===== config.mk =====
export PLATFORM = sky130hd
export DESIGN_NAME = channel_lease_table_flat
export DESIGN_NICKNAME = d
export VERILOG_FILES = /design/src/rtl/core/clt_pkg.sv /design/src/rtl/core/clt_if.sv /design/src/rtl/core/channel_lease_table.sv /design/src/flat_wrapper.sv
export SDC_FILE = /design/constraint.sdc
export NUM_CORES = 1
export LEC_CHECK = 0
export BUFFER_PORTS_ARGS = -buffer_cell sky130_fd_sc_hd__buf_2
export CAP_MARGIN = 0
export CORE_MARGIN = 1
export CORE_UTILIZATION = 25
export CTS_CLUSTER_DIAMETER = 30
export DETAILED_ROUTE_END_ITERATION = 8
export PLACE_DENSITY_LB_ADDON = 0.2
export SLEW_MARGIN = 20
export SYNTH_ARGS = -nofsm -noshare
export SYNTH_HDL_FRONTEND = slang
export SYNTH_SLANG_ARGS = --single-unit

===== constraint.sdc =====
create_clock -name clk -period 11.6 [get_ports clk]
set_clock_uncertainty 0.15 [all_clocks]
set_input_delay 0.58 -clock clk [delete_from_list [all_inputs] [get_ports clk]]
set_output_delay 0.58 -clock clk [all_outputs]
set_load 0.1 [all_outputs]

===== src/rtl/core/clt_pkg.sv =====
`default_nettype none
// ----------------------------------------------------------------------------
// clt_pkg: shared types and constants of the channel lease table
// Slot count, operation and actor codes, transaction payloads and the
// per-slot record.
// ----------------------------------------------------------------------------
package clt_pkg;

    // number of channel slots (1 to 16)
    localparam int CHANNELS = 4;

    // fixed field widths
    localparam int MODE_W  = 3;
    localparam int CHAN_W  = 4;
    localparam int ACTOR_W = 2;
    localparam int GEN_W   = 32;
    localparam int TIME_W  = 32;

    // slot index width, at least one bit
    localparam int SLOT_W = (CHANNELS > 1) ? $clog2(CHANNELS) : 1;

    // channel codes at or above this limit are invalid
    localparam logic [CHAN_W:0] CHAN_LIMIT = (CHAN_W + 1)'(CHANNELS);

    // operation codes
    localparam logic [MODE_W-1:0] MODE_BEGIN      = 3'd0;
    localparam logic [MODE_W-1:0] MODE_REQ_CANCEL = 3'd1;
    localparam logic [MODE_W-1:0] MODE_QUERY      = 3'd2;
    localparam logic [MODE_W-1:0] MODE_FINISH     = 3'd3;
    localparam logic [MODE_W-1:0] MODE_MANUAL     = 3'd4;
    localparam logic [MODE_W-1:0] MODE_STATUS     = 3'd5;

    // permitted actor codes
    localparam logic [ACTOR_W-1:0] ACTOR_AGENT  = 2'd1;
    localparam logic [ACTOR_W-1:0] ACTOR_CLIENT = 2'd2;

    // request transaction payload
    typedef struct packed {
        logic [MODE_W-1:0]  mode;
        logic [CHAN_W-1:0]  channel;
        logic [ACTOR_W-1:0] actor;
        logic [GEN_W-1:0]   token_generation;
        logic [TIME_W-1:0]  start_time;
    } req_t;

    // response transaction payload
    typedef struct packed {
        logic               ok;
        logic [GEN_W-1:0]   lease_generation;
        logic               slot_active;
        logic               slot_cancel;
        logic [ACTOR_W-1:0] slot_actor;
        logic [TIME_W-1:0]  slot_start_time;
    } rsp_t;

    // one lease slot
    typedef struct packed {
        logic               active;
        logic               cancel;
        logic [GEN_W-1:0]   generation;
        logic [ACTOR_W-1:0] actor;
        logic [TIME_W-1:0]  start_time;
    } slot_t;

endpackage : clt_pkg
`default_nettype wire


===== src/rtl/core/clt_if.sv =====
`default_nettype none
// ----------------------------------------------------------------------------
// clt_if: valid/ready channels of the channel lease table
// Request and response channels, each with a source and a sink modport.
// ----------------------------------------------------------------------------
interface clt_req_if;
    logic          valid;
    logic          ready;
    clt_pkg::req_t data;

    modport source (output valid, output data, input ready);
    modport sink   (input valid, input data, output ready);
endinterface : clt_req_if

interface clt_rsp_if;
    logic          valid;
    logic          ready;
    clt_pkg::rsp_t data;

    modport source (output valid, output data, input ready);
    modport sink   (input valid, input data, output ready);
endinterface : clt_rsp_if
`default_nettype wire


===== src/rtl/core/channel_lease_table.sv =====
`default_nettype none
// ----------------------------------------------------------------------------
// channel_lease_table: generation-tagged lease slots
// Grants, cancels, queries and finishes leases on a small table of channel
// slots, one operation per transaction, one response per request.
// ----------------------------------------------------------------------------
//  channel | dir | payload                                   | transfer
//  --------+-----+-------------------------------------------+---------------
//  req     | in  | mode, channel, actor, token_gen, start    | valid & ready
//  rsp     | out | ok, lease_gen, slot act/cancel/actor/time | valid & ready
//
//  One request per cycle while rsp is ready, through the request register
//  and then the response register. The slot read, compare, generation
//  increment and write all sit between those two registers, so a following
//  request to the same slot sees the update. Reset clears every slot at
//  once. A stalled response holds the pipe; the request register still
//  takes a transaction while a response waits if the request stage is empty.
// ----------------------------------------------------------------------------
module channel_lease_table (
    input  wire        clk,
    input  wire        rst_n,
    clt_req_if.sink    req,
    clt_rsp_if.source  rsp
);
    import clt_pkg::*;

    // request stage
    logic  in_valid_reg;
    req_t  in_data_reg;

    // response stage
    logic  out_valid_reg;
    rsp_t  out_data_reg;

    // slot table
    slot_t slot_reg [CHANNELS];

    logic              advance;
    logic [SLOT_W-1:0] idx;
    logic              chan_ok;
    slot_t             slot_cur;
    logic              tok_match;
    logic [GEN_W-1:0]  gen_inc;
    rsp_t              out_data_next;
    slot_t             slot_next;
    logic              slot_we;

    // status vectors for checks
    logic [CHANNELS-1:0] active_vec;
    logic [CHANNELS-1:0] cancel_vec;
    logic [CHANNELS-1:0] zero_gen_vec;

    // handshake
    assign advance   = in_valid_reg && (!out_valid_reg || rsp.ready);
    assign req.ready = !in_valid_reg || advance;
    assign rsp.valid = out_valid_reg;
    assign rsp.data  = out_data_reg;

    // request register
    always_ff @(posedge clk or negedge rst_n)
    begin
        if (!rst_n)
        begin
            in_valid_reg <= 1'b0;
        end
        else if (req.ready)
        begin
            in_valid_reg <= req.valid;
        end
    end

    always_ff @(posedge clk)
    begin
        if (req.valid && req.ready)
        begin
            in_data_reg <= req.data;
        end
    end

    // slot lookup
    assign idx       = in_data_reg.channel[SLOT_W-1:0];
    assign chan_ok   = ({1'b0, in_data_reg.channel} < CHAN_LIMIT);
    assign slot_cur  = slot_reg[idx];
    assign tok_match = (in_data_reg.token_generation != '0) && slot_cur.active
                       && (slot_cur.generation == in_data_reg.token_generation);
    assign gen_inc   = (slot_cur.generation == '1) ? GEN_W'(1)
                                                   : slot_cur.generation + GEN_W'(1);

    // operation decode
    always_comb
    begin
        out_data_next = '0;
        slot_next     = slot_cur;
        slot_we       = 1'b0;
        case (in_data_reg.mode)
            MODE_BEGIN:
            begin
                if (chan_ok && !slot_cur.active
                    && (in_data_reg.actor inside {ACTOR_AGENT, ACTOR_CLIENT}))
                begin
                    slot_next.active     = 1'b1;
                    slot_next.cancel     = 1'b0;
                    slot_next.generation = gen_inc;
                    slot_next.actor      = in_data_reg.actor;
                    slot_next.start_time = in_data_reg.start_time;
                    slot_we              = 1'b1;
                    out_data_next.ok               = 1'b1;
                    out_data_next.lease_generation = gen_inc;
                end
            end
            MODE_REQ_CANCEL:
            begin
                if (chan_ok && tok_match)
                begin
                    slot_next.cancel = 1'b1;
                    slot_we          = 1'b1;
                    out_data_next.ok = 1'b1;
                end
            end
            MODE_QUERY:
            begin
                out_data_next.ok = !chan_ok || (in_data_reg.token_generation == '0)
                                   || !slot_cur.active
                                   || (slot_cur.generation != in_data_reg.token_generation)
                                   || slot_cur.cancel;
            end
            MODE_FINISH:
            begin
                if (chan_ok && tok_match)
                begin
                    slot_next.active     = 1'b0;
                    slot_next.cancel     = 1'b0;
                    slot_next.actor      = '0;
                    slot_next.start_time = '0;
                    slot_we              = 1'b1;
                    out_data_next.ok     = 1'b1;
                end
            end
            MODE_MANUAL:
            begin
                out_data_next.ok = chan_ok && !slot_cur.active;
            end
            MODE_STATUS:
            begin
                if (chan_ok)
                begin
                    out_data_next.ok               = 1'b1;
                    out_data_next.lease_generation = slot_cur.generation;
                    out_data_next.slot_active      = slot_cur.active;
                    out_data_next.slot_cancel      = slot_cur.cancel;
                    out_data_next.slot_actor       = slot_cur.actor;
                    out_data_next.slot_start_time  = slot_cur.start_time;
                end
            end
            default:
            begin
                out_data_next = '0;
            end
        endcase
    end

    // slot table update
    always_ff @(posedge clk or negedge rst_n)
    begin
        if (!rst_n)
        begin
            for (int i = 0; i < CHANNELS; i++)
            begin
                slot_reg[i] <= '0;
            end
        end
        else if (advance && slot_we)
        begin
            slot_reg[idx] <= slot_next;
        end
    end

    // response register
    always_ff @(posedge clk or negedge rst_n)
    begin
        if (!rst_n)
        begin
            out_valid_reg <= 1'b0;
        end
        else if (advance)
        begin
            out_valid_reg <= 1'b1;
        end
        else if (rsp.ready)
        begin
            out_valid_reg <= 1'b0;
        end
    end

    always_ff @(posedge clk)
    begin
        if (advance)
        begin
            out_data_reg <= out_data_next;
        end
    end

    // flatten slot flags for checks
    always_comb
    begin
        for (int i = 0; i < CHANNELS; i++)
        begin
            active_vec[i]   = slot_reg[i].active;
            cancel_vec[i]   = slot_reg[i].cancel;
            zero_gen_vec[i] = (slot_reg[i].generation == '0);
        end
    end

    // a cancel mark only exists on a live lease
    a_cancel_needs_active: assert property (@(posedge clk) disable iff (!rst_n)
        (cancel_vec & ~active_vec) == '0)
        else $error("cancel flag set on idle slot");

    // a live lease never carries generation zero
    a_active_gen_nonzero: assert property (@(posedge clk) disable iff (!rst_n)
        (active_vec & zero_gen_vec) == '0)
        else $error("active slot with zero generation");

    // a granted begin hands out a nonzero token
    a_grant_nonzero: assert property (@(posedge clk) disable iff (!rst_n)
        (advance && (in_data_reg.mode == MODE_BEGIN) && out_data_next.ok)
        |-> (out_data_next.lease_generation != '0))
        else $error("begin granted generation zero");

    // a failed operation reports no slot data
    a_fail_clean: assert property (@(posedge clk) disable iff (!rst_n)
        (out_valid_reg && !out_data_reg.ok)
        |-> (out_data_reg.lease_generation == '0 && !out_data_reg.slot_active
             && !out_data_reg.slot_cancel && out_data_reg.slot_actor == '0
             && out_data_reg.slot_start_time == '0))
        else $error("failed transaction carries slot data");

    // a transaction taken in the request stage moves on or is held
    a_no_drop: assert property (@(posedge clk) disable iff (!rst_n)
        (in_valid_reg && !advance) |=> in_valid_reg)
        else $error("request stage lost a transaction");

endmodule : channel_lease_table
`default_nettype wire


===== src/flat_wrapper.sv =====
// flat-port wrapper written by rule: the top's interface ports become plain ports
module channel_lease_table_flat import clt_pkg::*;
  (clk, rst_n, req_valid, req_data, req_ready, rsp_valid, rsp_data, rsp_ready);
  clt_req_if req_i ();
  clt_rsp_if rsp_i ();
  input  wire clk;
  input  wire rst_n;
  input wire logic [$bits(req_i.valid)-1:0] req_valid;
  input wire logic [$bits(req_i.data)-1:0] req_data;
  output wire logic [$bits(req_i.ready)-1:0] req_ready;
  output wire logic [$bits(rsp_i.valid)-1:0] rsp_valid;
  output wire logic [$bits(rsp_i.data)-1:0] rsp_data;
  input wire logic [$bits(rsp_i.ready)-1:0] rsp_ready;
  assign req_i.valid = req_valid;
  assign req_i.data = req_data;
  assign req_ready = req_i.ready;
  assign rsp_valid = rsp_i.valid;
  assign rsp_data = rsp_i.data;
  assign rsp_i.ready = rsp_ready;
  channel_lease_table u_core (.clk(clk), .rst_n(rst_n), .req(req_i), .rsp(rsp_i));
endmodule

# Word-level counts from Yosys, hierarchy flattened
# Cells that the tools add are included.
[word_totals]
ff_bits = 416
output_inout_bits = 71
inputBits = 77
word_cells = 98
[op_classes]
n_eq_ne = 10
n_reduce_logical = 26
mux = 24
order_cmp = 3
n_bitwise = 1
add_sub_neg = 1
[ops]
columns = ["op", "count"]
rows = [
  ["bitwise mux 272 bit", 1],
  ["two-way mux 68 bit", 4],
  ["binary-select mux 68 bit (select 2 bit)", 1],
  ["demux 68 bit (select 2 bit)", 1],
  ["two-way mux 69 bit", 1],
  ["case mux 34 bit (2 select lines)", 1],
  ["two-way mux 32 bit", 2],
  ["case mux 32 bit (2 select lines)", 1],
  ["two-way mux 34 bit", 1],
  ["two-way mux 33 bit", 1],
  ["adder 32 x 1 -> 32 bit (second input constant)", 1],
  ["== test 32 bit", 1],
  ["== test 32 bit (second input constant)", 1],
  ["logical NOT 32 bit", 1],
  ["!= test 32 bit", 1],
  ["nonzero test 32 bit", 1],
  ["logical AND 1 bit", 9],
  ["== test 3 x 2 -> 1 bit (second input constant)", 2],
  ["== test 3 bit (second input constant)", 2],
  ["logical OR 1 bit", 6],
  ["two-way mux 1 bit", 5],
  ["case mux 1 bit (5 select lines)", 1],
  ["logical NOT 1 bit", 4],
  ["< comparator 4 x 3 -> 1 bit (second input constant)", 1],
  ["13 further kinds", 15],
]

# Longest topological paths before layout
[depth]
word_depth = 10
mapped_depth = 17
mapped_depth_nobuf = 9

# Worst setup path after synthesis
# OpenSTA, ideal clock, no wires.
[synth_timing]
kind = "register to register"
from = "reg u_core.out_valid_reg, in the netlist u_core.rsp.valid"
to = "reg u_core.slot_reg[80] (netlist name)"
slack_ns = 6.991
setup_ns = 0.125
arrival_time_ns = 4.334
stages_incl_launch_ff = 9
required_ns = 11.325
period_less_slack_ns = 4.609
path_cell_list = "dfrtp_1 > nand2b_1 > and2_1 > clkbuf_1 > nand3b_1 > nor2_1 > buf_2 > buf_4 > mux2_2"
[synth_via]
elab_chain_cells = 4
[synth_lines]
columns = ["item", "line_no", "text"]
rows = [
  ["start: declaration", "channel_lease_table.sv:32", "logic out_valid_reg;"],
  ["start signal: assignment", "channel_lease_table.sv:183", "out_valid_reg <= 1'b0;"],
  ["start signal: assignment", "channel_lease_table.sv:187", "out_valid_reg <= 1'b1;"],
  ["start signal: assignment", "channel_lease_table.sv:191", "out_valid_reg <= 1'b0;"],
  ["logical NOT 1 bit", "channel_lease_table.sv:54", "assign advance = in_valid_reg && (!out_valid_reg || rsp.ready);"],
  ["logical OR 1 bit", "channel_lease_table.sv:54", ""],
  ["logical AND 1 bit", "channel_lease_table.sv:54", ""],
  ["named net u_core.advance", "channel_lease_table.sv:38", "logic advance;"],
  ["logical AND 1 bit", "channel_lease_table.sv:172", "else if (advance && slot_we)"],
  ["end signal: indexed assignment", "channel_lease_table.sv:174", "slot_reg[idx] <= slot_next;"],
  ["end: declaration", "channel_lease_table.sv:36", "slot_t slot_reg [CHANNELS];"],
]
# The timed path passes the listed nets, and every way through them passes these cells.
# A chain may end at the register's enable or synchronous reset.

# Final worst setup path
[layout_timing]
from = "reg u_core.in_data_reg, in the netlist u_core.idx[1]"
to = "reg u_core.slot_reg[90] (netlist name)"
[layout_via]
elab_chain_cells = 10
[layout_lines]
columns = ["item", "line_no", "text"]
rows = [
  ["start: declaration", "channel_lease_table.sv:29", "req_t in_data_reg;"],
  ["start signal: assignment", "channel_lease_table.sv:76", "in_data_reg <= req.data;"],
  ["inverter 2 -> 3 bit (implied by the code)", "channel_lease_table.sv:83, channel_lease_table.sv:174", ""],
  ["binary-select mux 68 bit (select 2 bit)", "channel_lease_table.sv:83", "assign slot_cur = slot_reg[idx];"],
  ["two-way mux 68 bit (implied by the code) (2 in a row)", "channel_lease_table.sv:83", ""],
  ["== test 32 bit, or another cell as far along", "channel_lease_table.sv:85", "&& (slot_cur.generation == in_data_reg.token_generation);"],
  ["logical AND 1 bit (on tied branches)", "channel_lease_table.sv:85, channel_lease_table.sv:98", ""],
  ["logical AND 1 bit (on tied branches)", "channel_lease_table.sv:113, channel_lease_table.sv:129, channel_lease_table.sv:99", ""],
  ["two-way mux 34 bit, or another cell as far along", "channel_lease_table.sv:129", "if (chan_ok && tok_match)"],
  ["case mux 34 bit (2 select lines) or case mux 1 bit (2 select lines) (tied branches)", "channel_lease_table.sv:95", "case (in_data_reg.mode)"],
  ["bitwise mux 272 bit or logical AND 1 bit (tied branches)", "channel_lease_table.sv:174, channel_lease_table.sv:172", ""],
]
# Parallel ways exist; a longest one is shown, timed or not. The select of a mux whose other input is x is not followed.

==> impl_results.md <==
* Outcome: completed
* Via count at 12720
* CTS resizes at 0
* Commonest non-fill, non-tap cell in the layout: dfrtp_1
* Setup crit end kind: flop
* Nature of the critical path startpoint: flop
* Syn Nets at 1458
* Fillers at 7497
* Min-delay worst type: primary input to flop
* Seq/Total Area, Yosys at 57.66%
* CTS tree: yes
* Critical path arrival at 6620 ps
* Clock sink total at 416
* Final WL at 56940 um
* Post-DP HPWL at 35150 um
* Total Neg Setup Slack at 0 ps
* Worst path required time at 11970 ps
* Clock slew at the register clock pins of the worst setup and hold paths at 40 ps
* Initial DRC Count at 752
* Die Ht at 279.8 um
* GPL Wtd Cong at 0.7966
* Max Clk Rate at 0.1600 GHz
* WHS Path Cells at 3
* CTS H-Tree Depth at 3
* Unrepaired setup endpoints after global routing: false
* Crit-path cells: buf_4 > buf_4 > mux4_2 > clkinv_1 > o22ai_1 > or4_1 > or4b_1 > o31a_1 > nor2_4 > buf_4 > mux2_2
* Final Max Slew Viols at 0
* Die footprint at 78260 um2
* Global-route wire length before repair at 86260 um
* FFs w/ async S/R, synth at 65.87%
* Root buf cell: clkbuf_16
* Reg-to-Reg End: u_core.slot_reg[90]$_DFFE_PN0P_
* CTS Hold Bufs at 75
* Top cell family by delay on the critical path: buffers and inverters
* MaxCap Viol Count at 0
* CTS Buf Count at 114
* Post-place setup slack at 5290 ps
* CP Class: flop to flop
* Peak supply drop at 0.09651 mV
* Global route overflow at 0
* Gr usage total at 14.70%
* Wire length per cell at 20.45 um
* Pre-Repair DR Iteration Count at 4
* Final Cycle Share at 53.87%
* Starting Density at 25.35%
* Slew HR at 26.71%
* Largest fanout on the critical path at 55
* Slew @ Worst Pin at 1097 ps
* Area growth syn-to-layout at 34.80%
* Hold Path End: u_core.rsp.valid$_DFFE_PN0P_
* DRT antenna net count at 0
* Core area at 76080 um2
* Final Setup Violations at 0
* Flop2flop setup slack at 5350 ps
* # diodes at 0
* Initial antenna violation count at 0
* I/O Buffers at 147
* Register Area at 11120 um2
* Synth Instances at 1380
* FF+latch count, synth at 416
* Share of post-route cells with drive strength above 1 at 40.68%
* Num ports at 148
* Clock buffer depth at 3
* RR Startpoint: u_core.idx[1]$_DFFE_PP_
* CP max stage delay at 880 ps
* FF-to-FF path depth at 11
* Pwr dens at 196.8 nW/um2
* YS warnings at 0
* Multi-input logic area at 7741 um2
* Count of cell types in the netlist at 53
* Post-Syn Area at 19290 um2
* Worst setup margin at 5351 ps
* Ys flop type: dfrtp_1
* P_leak at 11.13 nW
* Number of nets in the layout at 1734
* Slowest cell on crit path: nor2_4
* Clk_lat worst skew at 650 ps
* Via/cell ratio at 4.566
* Max reg flops at 264
* Residual DRC at 0
* Critical path buffer and inverter count at 4
* Largest net degree at the start of global routing at 118
* CP dominant cell by count: buf_4
* Final min period at 6249 ps
* Vias in the first global route at 13600
* Commonest non-fill, non-tap cells in the layout: dfrtp_1, mux2_2, buf_2, edfxtp_1, nand2_1
* Fin. Hold Viols at 0
* Total setup buffers inserted after CTS at 0
* Standard-cell row count at 101
* Min-Delay Startpoint: rsp_ready
* Die Wd at 279.8 um
* Mean area per synthesized cell at 13.98 um2
* Post-synth EDFFs at 142
-- worst max path at each step --
stage,from,end,slack (ps),depth (start not counted)
3_3_place_gp,u_core.idx[1]$_DFFE_PP_,u_core.slot_reg[98]$_DFFE_PN0P_,5340,11
5_1_grt,u_core.idx[1]$_DFFE_PP_,u_core.slot_reg[90]$_DFFE_PN0P_,5090,11
6_report,u_core.idx[1]$_DFFE_PP_,u_core.slot_reg[90]$_DFFE_PN0P_,5350,11
2_1_floorplan,u_core.rsp.valid$_DFFE_PN0P_,u_core.slot_reg[80]$_DFFE_PN0P_,6990,8
4_1_cts,u_core.idx[1]$_DFFE_PP_,u_core.slot_reg[90]$_DFFE_PN0P_,5260,11
3_5_place_dp,u_core.idx[1]$_DFFE_PP_,u_core.slot_reg[94]$_DFFE_PN0P_,5290,11
-- Yosys cell counts (2+ instances only) --
| master | instances | area share [%] |
|---|---|---|
| buf_4 | 10 | 0.39 |
| a22oi_1 | 2 | 0.078 |
| mux4_2 | 66 | 7.7 |
| or2_2 | 4 | 0.13 |
| o2111ai_1 | 2 | 0.091 |
| nand4_1 | 14 | 0.45 |
| clkbuf_1 | 35 | 0.68 |
| nand3b_1 | 3 | 0.12 |
| or4_1 | 5 | 0.19 |
| o22ai_1 | 6 | 0.19 |
| nand2_1 | 127 | 2.5 |
| nor2b_1 | 3 | 0.097 |
| mux2_2 | 253 | 15 |
| edfxtp_1 | 142 | 22 |
| a22o_1 | 8 | 0.36 |
| and3_1 | 9 | 0.29 |
| or3_1 | 7 | 0.23 |
| nor4_1 | 12 | 0.39 |
| nor3_1 | 10 | 0.26 |
| o21ai_0 | 59 | 1.5 |
| nor2_1 | 35 | 0.68 |
| o31ai_1 | 6 | 0.23 |
| o2bb2ai_1 | 3 | 0.14 |
| buf_6 | 6 | 0.35 |
| mux2_4 | 19 | 1.5 |
| nand2b_1 | 6 | 0.19 |
| buf_2 | 25 | 0.65 |
| dfrtp_1 | 274 | 36 |
| mux2i_1 | 26 | 1.3 |
| xor2_1 | 23 | 1.0 |
| inv_1 | 10 | 0.19 |
| buf_1 | 8 | 0.16 |
| a2bb2oi_1 | 2 | 0.091 |
| and2_1 | 41 | 1.3 |
| xnor2_1 | 26 | 1.2 |
| o22a_1 | 3 | 0.14 |
| nand3_1 | 19 | 0.49 |
| or4b_1 | 2 | 0.10 |
| o211ai_1 | 4 | 0.16 |
| a21oi_1 | 52 | 1.3 |
-- metrics by stage --
stage               total power, mW  hold WS [ps]  instance area, um2  std cells  utilization (%)
floorplan                     1.774         134.4               19290       1380                -
global placement              1.863         330.3               21100       2493            27.74
detailed placement            1.865         337.4               21130       2494            27.77
CTS                           5.187         49.77               25970       2784            34.13
global route                  5.286         104.1               26000       2785            34.17
finish                        5.116         90.87               26000       2785            34.17
-- layout make-up --
class                      instances  area share [%]
clock buffer                     157           12.70
clock inverter                    58           3.022
inverter                          11          0.1588
multi-input combinational        869           29.78
sequential                       416           42.78
tap                             1030           4.957
timing repair buffer             244           6.608
-- kinds of logic (layout without fill, tap and decap cells) --
logic type	after synthesis	count (layout)	synth area share, %
DFF	416	416	57.66
muxes	364	364	25.31
and+or+nand+nor	302	302	7.668
AOI/OAI and AO/OA	153	153	4.632
buffers and inverters	95	470	2.439
xor gates and xnor gates	49	49	2.225
adders and majority gates	1	1	0.06487
-- layer usage --
| layer | GRT usage (%) | part of all wire [%] | vias to the layer above |
|---|---|---|---|
| met5 | 0 | 0 | - |
| met4 | 5.745 | 2.5 | 0 |
| met3 | 2.802 | 4.7 | 102 |
| met2 | 23.12 | 47 | 335 |
| met1 | 19.91 | 46 | 6556 |
| li1 | - | - | 5723 |
-- worst register-to-register path, stage by stage (launching register included) --
cell,delay [ps]
edfxtp_1,310
buf_4,720
buf_4,580
mux4_2,460
clkinv_1,130
o22ai_1,90
or4_1,490
or4b_1,640
o31a_1,460
nor2_4,880
buf_4,770
mux2_2,440
-- power by group --
part / total, mW / switching (mW) / leakage, nW / internal, mW
Clock: 3.26 / 0.953 / 1.98 / 2.30
Combinational: 0.268 / 0.203 / 3.94 / 0.0651
Sequential: 1.59 / 0.0244 / 5.21 / 1.57
Power figures use the tool's default switching activity.
